===== src/sv/bsp_pkg.sv =====
// Shared types, command codes and constants for the bit stream packer.
package bsp_pkg;

  localparam int BUFFER_BYTES_DEF = 2048;
  localparam int CMD_W            = 3;
  localparam int VAL_W            = 8;
  localparam int LEN_W            = 15;

  localparam logic [VAL_W-1:0] FAIL_BYTE = 8'hFF;
  localparam logic [VAL_W-1:0] ZERO_BYTE = 8'h00;
  localparam logic [VAL_W-1:0] BIT_MSB   = 8'h80;

  // Command codes on the input channel
  typedef enum logic [CMD_W-1:0] {
    CMD_WR_BIT  = 3'd0,
    CMD_WR_BYTE = 3'd1,
    CMD_RD_BIT  = 3'd2,
    CMD_RD_BYTE = 3'd3,
    CMD_REWIND  = 3'd4,
    CMD_CLEAR   = 3'd5
  } cmd_t;

  // Buffer operation carried to the merge stage
  typedef enum logic [2:0] {
    OP_NONE    = 3'd0,
    OP_WR_BIT  = 3'd1,
    OP_WR_BYTE = 3'd2,
    OP_RD_BIT  = 3'd3,
    OP_RD_BYTE = 3'd4
  } op_kind_t;

  typedef struct packed {
    op_kind_t         kind;
    logic [2:0]       off;          // bit offset of the cursor in its byte
    logic [VAL_W-1:0] wdata;
    logic             first_odd;    // first byte sits in the odd bank
    logic             second_ok;    // second byte lies inside the buffer
    logic [VAL_W-1:0] fixed_value;  // read_value when no buffer data is used
    logic             err;
    logic             ovf;
    logic [LEN_W-1:0] len;
  } op_t;

endpackage


===== src/sv/bsp_issue.sv =====
// Issue stage: cursor, length and error state, bank read addresses, clearing sweep.
module bsp_issue #(
  parameter  int BUFFER_BYTES = bsp_pkg::BUFFER_BYTES_DEF,
  localparam int ED           = (BUFFER_BYTES + 1) / 2,
  localparam int OD           = BUFFER_BYTES / 2,
  localparam int EAW          = $clog2(ED),
  localparam int OAW          = $clog2(OD)
) (
  input  logic                          clk,
  input  logic                          rst,
  input  logic [bsp_pkg::CMD_W-1:0]     command,
  input  logic [bsp_pkg::VAL_W-1:0]     write_value,
  input  logic                          in_valid,
  output logic                          in_stall,
  input  logic                          hold,
  output logic                          issue_fire,
  output bsp_pkg::op_t                  op,
  output logic                          rd_en,
  output logic [EAW-1:0]                rd_addr_e,
  output logic [OAW-1:0]                rd_addr_o,
  output logic                          sweep_en,
  output logic [EAW-1:0]                sweep_addr
);

  localparam int CAP = BUFFER_BYTES * 8;
  localparam int CW  = $clog2(CAP + 1);
  localparam int IW  = $clog2(BUFFER_BYTES);

  typedef enum logic [1:0] {
    ST_SWEEP = 2'b01,
    ST_RUN   = 2'b10
  } state_t;

  state_t         state;
  logic [EAW-1:0] sweep_cnt;
  logic [CW-1:0]  cursor, cursor_next;
  logic [CW-1:0]  written, written_next;
  logic           err_flag, err_next;

  logic [CW:0]    cur_p8, wr_p1, wr_p8;
  logic [CW:0]    cap_x;
  logic [CW-1:0]  len_p1, len_p8;
  logic           room_bit, room_byte, have_byte;
  logic [IW-1:0]  idx;
  logic [IW:0]    idx_p1;
  logic           need_rd, do_clear;

  bsp_pkg::op_kind_t         kind;
  logic [bsp_pkg::VAL_W-1:0] fixed_value;
  logic                      ovf;

  // Bounds and saturating length
  always_comb begin
    cap_x     = (CW+1)'(CAP);
    cur_p8    = {1'b0, cursor} + (CW+1)'(8);
    wr_p1     = {1'b0, written} + (CW+1)'(1);
    wr_p8     = {1'b0, written} + (CW+1)'(8);
    len_p1    = (wr_p1 > cap_x) ? CW'(CAP) : wr_p1[CW-1:0];
    len_p8    = (wr_p8 > cap_x) ? CW'(CAP) : wr_p8[CW-1:0];
    room_bit  = cursor < CW'(CAP);
    room_byte = cur_p8 <= cap_x;
    have_byte = cur_p8 <= {1'b0, written};
    idx       = cursor[IW+2:3];
    idx_p1    = {1'b0, idx} + (IW+1)'(1);
  end

  // Decode the command
  always_comb begin
    cursor_next  = cursor;
    written_next = written;
    err_next     = err_flag;
    kind         = bsp_pkg::OP_NONE;
    fixed_value  = bsp_pkg::ZERO_BYTE;
    ovf          = 1'b0;
    need_rd      = 1'b0;
    do_clear     = 1'b0;
    unique case (command)
      bsp_pkg::CMD_WR_BIT: begin
        if (room_bit) begin
          kind         = bsp_pkg::OP_WR_BIT;
          need_rd      = 1'b1;
          cursor_next  = cursor + CW'(1);
          written_next = len_p1;
        end else begin
          ovf = 1'b1;
        end
      end
      bsp_pkg::CMD_WR_BYTE: begin
        if (room_byte) begin
          kind         = bsp_pkg::OP_WR_BYTE;
          need_rd      = 1'b1;
          cursor_next  = cursor + CW'(8);
          written_next = len_p8;
        end else begin
          ovf = 1'b1;
        end
      end
      bsp_pkg::CMD_RD_BIT: begin
        if (room_bit) begin
          kind        = bsp_pkg::OP_RD_BIT;
          need_rd     = 1'b1;
          cursor_next = cursor + CW'(1);
        end
      end
      bsp_pkg::CMD_RD_BYTE: begin
        if (have_byte) begin
          kind        = bsp_pkg::OP_RD_BYTE;
          need_rd     = 1'b1;
          cursor_next = cursor + CW'(8);
        end else begin
          err_next    = 1'b1;
          fixed_value = bsp_pkg::FAIL_BYTE;
        end
      end
      bsp_pkg::CMD_REWIND: begin
        cursor_next = '0;
      end
      bsp_pkg::CMD_CLEAR: begin
        do_clear     = 1'b1;
        cursor_next  = '0;
        written_next = '0;
        err_next     = 1'b0;
      end
      default: begin
      end
    endcase
  end

  // Operation record for the merge stage
  always_comb begin
    op.kind        = kind;
    op.off         = cursor[2:0];
    op.wdata       = write_value;
    op.first_odd   = idx[0];
    op.second_ok   = idx_p1 < (IW+1)'(BUFFER_BYTES);
    op.fixed_value = fixed_value;
    op.err         = err_next;
    op.ovf         = ovf;
    op.len         = bsp_pkg::LEN_W'(written_next);
  end

  // Handshake and bank addresses
  assign in_stall   = (state == ST_SWEEP) || hold;
  assign issue_fire = in_valid && !in_stall;
  assign rd_en      = issue_fire && need_rd;
  assign rd_addr_e  = idx_p1[EAW:1];
  assign rd_addr_o  = idx[OAW:1];
  assign sweep_en   = (state == ST_SWEEP);
  assign sweep_addr = sweep_cnt;

  // Control state; a clear starts a new sweep
  always_ff @(posedge clk) begin
    if (rst) begin
      state     <= ST_SWEEP;
      sweep_cnt <= '0;
      cursor    <= '0;
      written   <= '0;
      err_flag  <= 1'b0;
    end else begin
      if (issue_fire) begin
        cursor   <= cursor_next;
        written  <= written_next;
        err_flag <= err_next;
      end
      unique case (state)
        ST_SWEEP: begin
          if (sweep_cnt == EAW'(ED - 1)) begin
            state <= ST_RUN;
          end
          sweep_cnt <= sweep_cnt + EAW'(1);
        end
        ST_RUN: begin
          if (issue_fire && do_clear) begin
            state     <= ST_SWEEP;
            sweep_cnt <= '0;
          end
        end
        default: begin
          state <= ST_SWEEP;
        end
      endcase
    end
  end

endmodule


===== config.mk =====
export PLATFORM = sky130hd
export DESIGN_NAME = bsp_issue
export DESIGN_NICKNAME = d
export VERILOG_FILES = /design/src/sv/bsp_pkg.sv /design/src/sv/bsp_issue.sv
export SDC_FILE = /design/constraint.sdc
export NUM_CORES = 1
export LEC_CHECK = 0
export ABC_AREA = 1
export BUFFER_PORTS_ARGS = -buffer_cell sky130_fd_sc_hd__buf_2
export CAP_MARGIN = 10
export CORE_MARGIN = 4
export CORE_UTILIZATION = 39
export DETAILED_ROUTE_END_ITERATION = 12
export SYNTH_ARGS = -nofsm -noshare
export SYNTH_HDL_FRONTEND = slang
export SYNTH_SLANG_ARGS = --single-unit

===== constraint.sdc =====
create_clock -name clk -period 3.2 [get_ports clk]
set_clock_uncertainty 0.15 [all_clocks]
set_input_delay 0.48 -clock clk [delete_from_list [all_inputs] [get_ports clk]]
set_output_delay 0.48 -clock clk [all_outputs]
set_load 0.01 [all_outputs]

==> out/qor.csv <==
stage,metric,value,unit
synth,syn_inst,774,
synth,synth-seq-cells,43,
min_path,hp-class,reg -> reg,
sta,fin_crit,3190,ps
critical_path,crit_path_end_kind,output pin,
power,leakagePower,2.86,nW
global_route,gr-total-overflow,0,
clock_network,clock_latency,300,ps
final_layout,fin_util,52.5,%
sta,finalSetupViolCount,0,
critical_path,cp_cell_sequence,buf_6 -> inv_6 -> nor2_4 -> buf_6 -> nand3_4 -> nand2_4 -> inv_4 -> ha_4 -> nand4_1 -> nor3_2 -> nand2_1 -> nand2_1 -> nand2_2 -> a31oi_4 -> buf_6,
sta,grt_setup_unrepaired,yes,
power,clkPwrFrac,50.6,%
critical_path,path_max_fanout,6,
global_route,antenna_found_initial,0,
power,combPwrFrac,7.0,%
sta,period_share,99.8,%
synth,synthAdderAreaFrac,6.47,%
detailed_routing,wire_per_inst,15.7,µm
power,p_sw,0.331,mW
final_layout,drive_gt1_share,27.9,%
synth,ys_warn_count,0,
critical_path,cpMostUsedCell,buf_6,
sta,finalSetupTns,0,ps
critical_path,crit_arrival,2560,ps
clock_network,cts_htree_levels,2,
sta,hold_ws,324,ps
sta,relSlewSlack,56.7,%
placement,post_dp_cell_area,4940,µm²
sta,setup_ws,6.73,ps
floorplanning,core,11000,µm²
floorplanning,initial_core_util,40.5,%
sta,max_freq,0.313,GHz
detailed_routing,ant_nets,0,
floorplanning,num_rows,38,
sta,tightest_slew,648,ps
placement,pre_cts_slack,35.6,ps
clock_network,clock_sinks,43,
clock_network,cts_buffer_depth,2,
global_route,grt_util_all_layers,23.4,%
power,p_seq_share,42.4,%
status,status,completed,
synth,synth_top_family_by_area,simple AND/OR/NAND/NOR gates,
flow_run,cap_violations,0,
synth,synth-xor-area-share,1.58,%
clock_network,cts_tree,done,
synth,synth_nets,812,
floorplanning,io_pins,90,
placement,hpwlAfterDp,11.6,mm
sta,final-max-slew-violation-count,0,
critical_path,start_kind,flip-flop,
clock_network,numCtsBuffers,5,
detailed_routing,drc,0,
clock_network,path_clk_slew,70,ps
critical_path,cpMaxStageDelayCell,dfxtp_2,
clock_network,cts_root_buf,clkbuf_16,
synth,synth-simple-area-share,43.2,%
clock_network,postCtsHoldBufs,0,
power,fin_total_pwr,1.26,mW
power,internal_power,0.932,mW
placement,portBuffers,73,
detailed_routing,drt_iter0_markers,352,
synth,synth-compound-area-share,12.4,%
synth,synth_edf_count,0,
critical_path,crit_type,reg -> out,
floorplanning,dieArea,13200,µm²
sta,hold_violations,0,
final_layout,final_area,5770,µm²
synth,syn-mean-instance-area,5.75,µm²
synth,synth_cell_type_count,35,
detailed_routing,wl,15.9,mm
final_layout,area_growth,29.7,%
detailed_routing,vias_per_cell,5.28,
global_route,grt_max_degree,23,
global_route,grt_pass1_vias,4959,
final_layout,fin_cells,1014,
final_layout,antenna_cells,0,
power,swShare,26.2,%
power,power_density,219,nW/µm²
detailed_routing,vias,5354,
synth,ys.flop_type,dfxtp_1,
synth,synth_async_sr_flop_share,0,%
synth,ys_seq_area_share,19.4,%
floorplanning,die-width,115,µm
global_route,grt_pass1_wl,24.8,mm
detailed_routing,dr.pass1.iters,6,
critical_path,cpPeakStageDelay,360,ps
placement,globalplace.congestion,0.948,
placement,place_inst,975,
final_layout,fill_cells,1144,
critical_path,crit_required,2570,ps
synth,synth_mux_area_share,0,%
power,peakVddDrop,0.255,mV
floorplanning,dieHeight,115,µm
final_layout,layout.nets,911,
synth,syn-cell-area,4450,µm²
## routing by layer
metal	vias up	wire, µm	track usage [%]
li1	2682	-	-
met1	2438	7200	32.4
met2	200	6870	36.3
met3	34	1410	4.21
met4	0	439	9.08
met5	-	0	0
## worst max-delay path, delay by kind of cell (launching register included)
kind,cells,cell delay (ps)
and+or+nand+nor,8,990
buffers and inverters,5,480
DFF,1,360
adders and majority gates,1,260
AOI/OAI and AO/OA,1,170
## registers in the layout (all words and copies together) (netlist names)
| signal | cells |
|---|---|
| cursor | 15 |
| state | 2 |
| written | 15 |
| err_flag | 1 |
| sweep_addr | 10 |
## area by class of cell
type                       instances  area [µm²]  area share, %
clock inverter                     3        47.5          0.825
clock buffer                       5         125           2.17
inverter                         114         435           7.55
tap                              140         175           3.04
sequential                        43         895           15.5
timing repair buffer             138         906           15.7
multi-input combinational        571        3180           55.2
## final timing paths
| kind | start | end | slack [ps] | cells after the start |
|---|---|---|---|---|
| setup / recovery | cursor[3] | rd_en | 7 | 15 |
| hold / removal | err_flag | err_flag | 320 | 2 |
| setup reg to reg | cursor[3] | cursor[10] | 280 | 19 |
| hold reg to reg | err_flag | err_flag | 320 | 2 |
## power by group through the flow
| stage | clock network (mW) | registers, mW | logic, mW |
|---|---|---|---|
| global placement | 0 | 0.553 | 0.0786 |
| finish | 0.639 | 0.536 | 0.0885 |
| global route | 0.670 | 0.537 | 0.0953 |
| floorplan | 0 | 0.555 | 0.0569 |
| detailed placement | 0 | 0.554 | 0.0790 |
| CTS | 0.656 | 0.539 | 0.0795 |
## logic make-up after synthesis
group / after synthesis
and+or+nand+nor: 439
buffers and inverters: 162
AOI/OAI and AO/OA: 99
DFF: 43
adders and majority gates: 23
xor gates and xnor gates: 8
## cell usage in the layout (no fill, tap or decap), drive strengths merged, types with 2 or more instances in the layout
master / synthesis / layout
dfxtp: 43 / 43
inv: 114 / 115
ha: 23 / 23
o211ai: 8 / 8
a211oi: 2 / 2
nand3: 73 / 74
a32o: 2 / 2
o21ai: 43 / 43
nand4: 34 / 34
nand2: 199 / 200
xor2: 8 / 8
o22ai: 2 / 2
nor3: 8 / 8
clkbuf: 7 / 5
a221oi: 2 / 2
buf: 41 / 138
nor2: 122 / 122
a21oi: 36 / 36
## synth_stat cells (all sizes together) (2+ instances only)
library cell    n  area (µm²)
nand2         199         764
nor2          122         500
inv           114         428
nand3          73         385
dfxtp          43         861
o21ai          43         215
buf            41         299
a21oi          36         180
nand4          34         213
ha             23         288
nor3            8        40.0
o211ai          8        60.1
xor2            8        70.1
clkbuf          7        26.3
a211oi          2        15.0
a221oi          2        17.5
a32o            2        20.0
o22ai           2        12.5
## repair_timing
| action | CTS | global route |
|---|---|---|
| cloned | 0 | 2 |
| buffers inserted | 6 | 23 |
| endpoints found under the setup margin | 26 | 25 |
| pin swaps | 8 | 27 |
| gates resized for setup | 38 | 71 |
Note: power is estimated with default switching activity, not from simulation.
