<file path="src/sv/bsp_pkg.sv">
// Shared types, command codes and constants for the bit stream packer.
package bsp_pkg;

  localparam int BUFFER_BYTES_DEF = 2048;
  localparam int CMD_W            = 3;
  localparam int VAL_W            = 8;
  localparam int LEN_W            = 15;

  localparam logic [VAL_W-1:0] FAIL_BYTE = 8'hFF;
  localparam logic [VAL_W-1:0] ZERO_BYTE = 8'h00;
  localparam logic [VAL_W-1:0] BIT_MSB   = 8'h80;

  // Command codes on the input channel
  typedef enum logic [CMD_W-1:0] {
    CMD_WR_BIT  = 3'd0,
    CMD_WR_BYTE = 3'd1,
    CMD_RD_BIT  = 3'd2,
    CMD_RD_BYTE = 3'd3,
    CMD_REWIND  = 3'd4,
    CMD_CLEAR   = 3'd5
  } cmd_t;

  // Buffer operation carried to the merge stage
  typedef enum logic [2:0] {
    OP_NONE    = 3'd0,
    OP_WR_BIT  = 3'd1,
    OP_WR_BYTE = 3'd2,
    OP_RD_BIT  = 3'd3,
    OP_RD_BYTE = 3'd4
  } op_kind_t;

  typedef struct packed {
    op_kind_t         kind;
    logic [2:0]       off;          // bit offset of the cursor in its byte
    logic [VAL_W-1:0] wdata;
    logic             first_odd;    // first byte sits in the odd bank
    logic             second_ok;    // second byte lies inside the buffer
    logic [VAL_W-1:0] fixed_value;  // read_value when no buffer data is used
    logic             err;
    logic             ovf;
    logic [LEN_W-1:0] len;
  } op_t;

endpackage

</file>
<file path="src/sv/bsp_merge.sv">
// Merge stage: forward, modify and write back bank bytes, drive the result register.
module bsp_merge #(
  parameter  int BUFFER_BYTES = bsp_pkg::BUFFER_BYTES_DEF,
  localparam int ED           = (BUFFER_BYTES + 1) / 2,
  localparam int OD           = BUFFER_BYTES / 2,
  localparam int EAW          = $clog2(ED),
  localparam int OAW          = $clog2(OD)
) (
  input  logic                          clk,
  input  logic                          rst,
  input  logic                          issue_fire,
  input  bsp_pkg::op_t                  op_in,
  input  logic                          rd_en,
  input  logic [EAW-1:0]                rd_addr_e,
  input  logic [OAW-1:0]                rd_addr_o,
  input  logic                          sweep_en,
  input  logic [EAW-1:0]                sweep_addr,
  input  logic [bsp_pkg::VAL_W-1:0]     rdata_e,
  input  logic [bsp_pkg::VAL_W-1:0]     rdata_o,
  output logic                          we_e,
  output logic [EAW-1:0]                wa_e,
  output logic [bsp_pkg::VAL_W-1:0]     wd_e,
  output logic                          we_o,
  output logic [OAW-1:0]                wa_o,
  output logic [bsp_pkg::VAL_W-1:0]     wd_o,
  output logic                          hold,
  output logic                          out_valid,
  input  logic                          out_stall,
  output logic [bsp_pkg::VAL_W-1:0]     read_value,
  output logic                          read_error,
  output logic                          overflow,
  output logic [bsp_pkg::LEN_W-1:0]     bit_length
);

  bsp_pkg::op_t              s1_op;
  logic                      s1_valid, s1_fire;
  logic [EAW-1:0]            s1_addr_e;
  logic [OAW-1:0]            s1_addr_o;
  logic                      fwd_e, fwd_o;
  logic [bsp_pkg::VAL_W-1:0] fwd_e_data, fwd_o_data;

  logic [bsp_pkg::VAL_W-1:0] de, dod, b0, b1, n0, n1, rv, mask;
  logic [15:0]               rsh, wsh;
  logic                      w0, w1;

  assign hold    = s1_valid && out_valid && out_stall;
  assign s1_fire = s1_valid && !(out_valid && out_stall);

  // Take the issued operation
  always_ff @(posedge clk) begin
    if (rst) begin
      s1_valid <= 1'b0;
    end else if (issue_fire) begin
      s1_valid <= 1'b1;
    end else if (s1_fire) begin
      s1_valid <= 1'b0;
    end
  end

  always_ff @(posedge clk) begin
    if (issue_fire) begin
      s1_op     <= op_in;
      s1_addr_e <= rd_addr_e;
      s1_addr_o <= rd_addr_o;
    end
  end

  // Forward a write that lands in the same cycle as the read of its entry
  always_ff @(posedge clk) begin
    if (rst) begin
      fwd_e <= 1'b0;
      fwd_o <= 1'b0;
    end else if (rd_en) begin
      fwd_e      <= we_e && (wa_e == rd_addr_e);
      fwd_o      <= we_o && (wa_o == rd_addr_o);
      fwd_e_data <= wd_e;
      fwd_o_data <= wd_o;
    end
  end

  // Modify the two bytes at the cursor
  always_comb begin
    de   = fwd_e ? fwd_e_data : rdata_e;
    dod  = fwd_o ? fwd_o_data : rdata_o;
    b0   = s1_op.first_odd ? dod : de;
    b1   = s1_op.second_ok ? (s1_op.first_odd ? de : dod) : bsp_pkg::ZERO_BYTE;
    rsh  = {b0, b1} << s1_op.off;
    wsh  = {s1_op.wdata, bsp_pkg::ZERO_BYTE} >> s1_op.off;
    mask = bsp_pkg::BIT_MSB >> s1_op.off;
    n0   = b0;
    n1   = b1;
    w0   = 1'b0;
    w1   = 1'b0;
    rv   = bsp_pkg::ZERO_BYTE;
    unique case (s1_op.kind)
      bsp_pkg::OP_WR_BIT: begin
        n0 = s1_op.wdata[0] ? (b0 | mask) : b0;
        w0 = 1'b1;
      end
      bsp_pkg::OP_WR_BYTE: begin
        n0 = (s1_op.off == 3'd0) ? s1_op.wdata : (b0 | wsh[15:8]);
        n1 = b1 | wsh[7:0];
        w0 = 1'b1;
        w1 = (s1_op.off != 3'd0) && s1_op.second_ok;
      end
      bsp_pkg::OP_RD_BIT: begin
        rv = {7'd0, b0[3'd7 - s1_op.off]};
      end
      bsp_pkg::OP_RD_BYTE: begin
        rv = rsh[15:8];
      end
      default: begin
        rv = s1_op.fixed_value;
      end
    endcase
  end

  // Route writes to the banks; the clearing sweep takes both ports
  always_comb begin
    if (sweep_en) begin
      we_e = 1'b1;
      wa_e = sweep_addr;
      wd_e = bsp_pkg::ZERO_BYTE;
      we_o = {1'b0, sweep_addr} < (EAW+1)'(OD);
      wa_o = OAW'(sweep_addr);
      wd_o = bsp_pkg::ZERO_BYTE;
    end else begin
      we_e = s1_fire && (s1_op.first_odd ? w1 : w0);
      wa_e = s1_addr_e;
      wd_e = s1_op.first_odd ? n1 : n0;
      we_o = s1_fire && (s1_op.first_odd ? w0 : w1);
      wa_o = s1_addr_o;
      wd_o = s1_op.first_odd ? n0 : n1;
    end
  end

  // Result register
  always_ff @(posedge clk) begin
    if (rst) begin
      out_valid <= 1'b0;
    end else if (s1_fire) begin
      out_valid <= 1'b1;
    end else if (!out_stall) begin
      out_valid <= 1'b0;
    end
  end

  always_ff @(posedge clk) begin
    if (s1_fire) begin
      read_value <= rv;
      read_error <= s1_op.err;
      overflow   <= s1_op.ovf;
      bit_length <= s1_op.len;
    end
  end

endmodule

</file>
<file path="config.mk">
export PLATFORM = sky130hd
export DESIGN_NAME = bsp_merge
export DESIGN_NICKNAME = d
export VERILOG_FILES = /design/src/sv/bsp_pkg.sv /design/src/sv/bsp_merge.sv
export SDC_FILE = /design/constraint.sdc
export NUM_CORES = 1
export LEC_CHECK = 0
export ABC_AREA = 0
export BUFFER_PORTS_ARGS = -buffer_cell sky130_fd_sc_hd__buf_2
export CORE_MARGIN = 2
export CORE_UTILIZATION = 46
export CTS_CLUSTER_SIZE = 24
export DETAILED_ROUTE_END_ITERATION = 8
export PLACE_DENSITY = 0.71
export RECOVER_POWER = 100
export SETUP_SLACK_MARGIN = 0.15
export SLEW_MARGIN = 40
export SYNTH_ARGS = -nofsm -noshare
export SYNTH_HDL_FRONTEND = slang
export SYNTH_SLANG_ARGS = --single-unit
</file>
<file path="constraint.sdc">
create_clock -name clk -period 7.6 [get_ports clk]
set_input_delay 0.76 -clock clk [delete_from_list [all_inputs] [get_ports clk]]
set_output_delay 0.76 -clock clk [all_outputs]
set_load 0.1 [all_outputs]
</file>
==> run summary <==
After layout, the worst path uses 74.0% of the clock period. Global routing used 38.1% of the available met2 tracks. Summing the areas of all and, or, nand and nor instances in the mapped netlist gives 9.38% of the synthesized area.

The first global-routing pass estimated 25400 um of wire. The number of buffers added on ports is 157. Number of antenna violations at the first check in global routing: 0. The count of pins over their slew limit is 143. The maximum vdd ir drop came out at 175 uV.

After the first detailed-routing iteration, the DRC count stood at 363. The clock skew was 16.0 ps. The internal power is 0.00103 W. For this run, the detailed router's first-pass iteration total came to 5.

The floorplan step defined a die boundary enclosing 0.0140 mm^2. Dividing the detail-routed wire length by the instance count gives 20.3 um. The clock transition at the registers of the reported paths was 70 ps.

The remaining number of nets flagged by the antenna check after routing is 0. The synthesized netlist devotes 3.06% of its cell area to XOR and XNOR gates. The count of unresolved DRC violations after routing came out at 0.

Summing every instance area after synthesis gives 0.00601 mm^2. Most crowded layer after global routing: met2. The H-tree was split into 3 levels. After synthesis the netlist holds a flip-flop and latch count of 106. In the post-synthesis netlist, the biggest area contributors are edfxtp_1 (51%), mux2i_1 (7.5%), mux4_2 (6.0%). The cell sitting at the root of the clock tree is a clkbuf_16. For the global route total overflow, the log shows 0. In this run the vertical extent of the chip is 118 um.

Once the floorplan was initialized, standard cells occupied 47.4% of the core. The source-to-sink clock delay at the later pin of the worst-skew pair came out at 360 ps. The source of the critical timing path is s1_op[26]. For the detailed placement HPWL, the log shows 12000 um. The setup TNS is 0 ps, and the placer's final routability congestion estimate is 1.00. The area fraction of the dominant cell type after synthesis was 51.0%; the overall die width was 118 um. The clock network accounts for 28.3% of the total power. Share of synthesized cell area in full adder, half adder and majority cells: 0.167%.

The total routing usage reported by global routing was 23.3%; the fraction of the mapped netlist area in compound gates was 13.1%. The tools report the endpoint of the most critical setup path as wd_o[4]. STA puts the critical path data required time at 6840 ps.

The run finished, with violations left. The count of boundary I/O pins was 158; the number of maximum-capacitance violations was 4. Relative to the synthesized area, the layout overhead comes to 17.2%. The number of vias per cell was 5.84; the largest fanout of any net on the critical path was 42. Global routing used 5.84% of the available met3 tracks. The run gives 0 as the number of instances resized during post-cts repair. Counting instances in the post-synthesis netlist gives the leading cell types as edfxtp_1 (102), mux2i_1 (45), nand2_1 (33), nor2_1 (30), inv_1 (25). For the headroom to the max-slew limit, the log shows -34.5%.

The worst path needs 5620 ps of the cycle, external delays included. The run gives 27.8% as the combinational cell fraction of total power. The share of the core filled with cells is 55.5%. The Yosys step of the flow raised 0 warnings.

The fraction of layout instances using a drive strength above 1 was 19.4%; the number of setup buffers added after CTS was 0. For the distinct cell type count after synthesis, the log shows 65. The checks that failed: max-capacitance violations, max-slew violations. For the total via count in the routed design, the log shows 4699. Averaged over all synthesized cells, the footprint is 12.3 um^2. The number of global-route vias before repair came out at 4724. The biggest area consumer among synthesized cells is edfxtp_1. Multiplexer cells account for 17.3% of the synthesized area.

The tools report the endpoint of the worst-slack reg-to-reg timing path as read_value[3]. Entering global routing, the biggest net connects 52 pins. Setup repair after global routing left no endpoint under its margin. Launching point of the worst reg2reg path: s1_op[26].

After the last flow step, the layout net total stands at 721. The number of diodes added for antenna fixing came out at 0. For this design the static power due to leakage is 2.60 nW. In this run, flip-flops and latches consume 43.9% of the power. Type of the worst min-delay path: reg -> reg. The TritonCTS buffer count came out at 9. For this design the total switching power over the nets is 0.000600 W. After synthesis, the largest family of logic cells by area is multiplexers. Counting cells, the worst reg-to-reg path comes to 6. The tools report the worst reg-to-reg setup slack as 3470 ps. After synthesis, the share of flip-flops with an asynchronous set or reset is 0%. Setup violations remaining at the end of the flow were counted as 0. Derived from the worst setup path, the maximum achievable clock frequency is 178 MHz. For this run, the leading register cell type out of synthesis is edfxtp_1.

The switching fraction of total power came out at 36.8%. The critical path in this run is classified as reg -> out. Dominant cell by count in the synthesized netlist: edfxtp_1. No sink is reached through more buffers than the 2 on the longest clock path. The pin slew with the least headroom to its limit was 2020 ps. After floorplanning, the core was divided into 41 placement rows.

For the worst setup path, the data arrival time is 4860 ps. Along the worst hold path, the cell count comes to 0. The worst setup path is launched from a flip-flop. The logs give 0 for the final hold violation count and 0.00163 W for the final total power. Counting tap cells, the placed design contains a total of 789 instances.

The areal power density over the cells works out to 231 mW/mm^2. Global routing consumed, on the met1 layer, 29.8% of the routing resources. Fill cells in the final layout number 1152. The number of non-filler instances in the completed layout came out at 805. STA classifies the critical path endpoint as an output pin. Of the synthesized area, sequential elements account for 52.3%.

Clock tree synthesis found a total of 106 sinks. Post-synthesis instance total: 487. TritonCTS built the clock tree.

The number of hold buffers added after CTS was 0. The area inside the core boundary is 0.0127 mm^2. Yosys mapped a number of flops with a built-in enable equal to 102.

For the aggregate routed wire length, the log shows 16300 um. The total nets after synthesis came out at 580.
-- power by group through the flow --
stage / Sequential, W / Clock [W] / Combinational (W)
2_1_floorplan: 0.000769 / 0 / 0.000305
3_3_place_gp: 0.000725 / 0 / 0.000455
3_5_place_dp: 0.000727 / 0 / 0.000459
4_1_cts: 0.000714 / 0.000473 / 0.000460
5_1_grt: 0.000720 / 0.000497 / 0.000475
6_report: 0.000716 / 0.000461 / 0.000453
-- cell usage in the layout (no fill, tap or decap), types with 3 or more instances in the layout --
| cell type | n |
|---|---|
| a211oi_1 | 9 |
| a21o_1 | 3 |
| a21oi_1 | 13 |
| a22o_1 | 3 |
| a22oi_1 | 3 |
| a31oi_1 | 4 |
| a32oi_1 | 6 |
| and2_1 | 4 |
| buf_2 | 68 |
| clkbuf_1 | 93 |
| clkbuf_16 | 9 |
| clkinv_4 | 3 |
| dfxtp_1 | 4 |
| edfxtp_1 | 102 |
| inv_1 | 25 |
| mux2_2 | 11 |
| mux2i_1 | 45 |
| mux4_1 | 3 |
| mux4_2 | 16 |
| nand2_1 | 33 |
| nand2b_1 | 11 |
| nand3_1 | 8 |
| nand4_1 | 3 |
| nor2_1 | 30 |
| nor2b_1 | 6 |
| nor3_1 | 5 |
| nor4_1 | 3 |
| o21ai_0 | 13 |
| o221ai_1 | 5 |
| o22a_1 | 7 |
| o22ai_1 | 15 |
| o32ai_1 | 4 |
| or2_2 | 4 |
| xor2_1 | 20 |
-- through the flow --
step | setup slack (ps) | instance area [um^2] | hold WS, ps
2_1_floorplan | 2180 | 6010 | 400
3_3_place_gp | 3950 | 6870 | 401
3_5_place_dp | 3930 | 6870 | 405
4_1_cts | 3520 | 7170 | 423
5_1_grt | 1670 | 7040 | 432
6_report | 1980 | 7040 | 420
-- kinds of logic after synthesis --
kind of cell / Yosys count
buffers and inverters: 59
XOR/XNOR: 21
multiplexers: 77
flip-flops: 106
adder cells (fa/ha/maj): 1
AND/OR/NAND/NOR: 116
AO/OA/AOI/OAI: 107
-- worst min-delay path by stage --
stage	startpoint	endpoint	slack (ps)
floorplan	s1_op[0]	bit_length[0]	400
global placement	s1_op[7]	bit_length[7]	400
detailed placement	s1_op[1]	bit_length[1]	400
CTS	s1_op[7]	bit_length[7]	420
global route	s1_op[10]	bit_length[10]	430
finish	s1_op[6]	bit_length[6]	420
-- sequential cells by signal (all words and copies together) (netlist names) --
| register | cells |
|---|---|
| s1_addr_o | 10 |
| fwd_o_data | 8 |
| fwd_o | 1 |
| fwd_e_data | 8 |
| bit_length | 15 |
| s1_op | 41 |
| s1_valid | 1 |
| s1_addr_e | 10 |
| out_valid | 1 |
| read_value | 8 |
| read_error | 1 |
| fwd_e | 1 |
| overflow | 1 |
-- area by class of cell --
type / count / area (um^2) / area share, %
Sequential cell: 106 / 3140 / 44.7
Multi-Input combinational cell: 322 / 2580 / 36.7
Timing Repair Buffer: 163 / 704 / 10.0
Clock buffer: 9 / 225 / 3.20
Tap cell: 172 / 215 / 3.06
Inverter: 26 / 97.6 / 1.39
Clock inverter: 7 / 70.1 / 0.996
-- per-layer routing --
layer	up-vias	share of wire, %
li1	2172	-
met1	2259	41
met2	233	48
met3	35	8.0
met4	0	3.0
met5	-	0
-- worst max-delay path, stage by stage, from the launching register on --
cell      delay, ps
edfxtp_1        320
clkbuf_1       1380
inv_1           950
mux2_1          490
a22oi_1         140
nand2b_1        210
o41ai_1         100
clkbuf_1        910
Power figures use the tool's default switching activity.
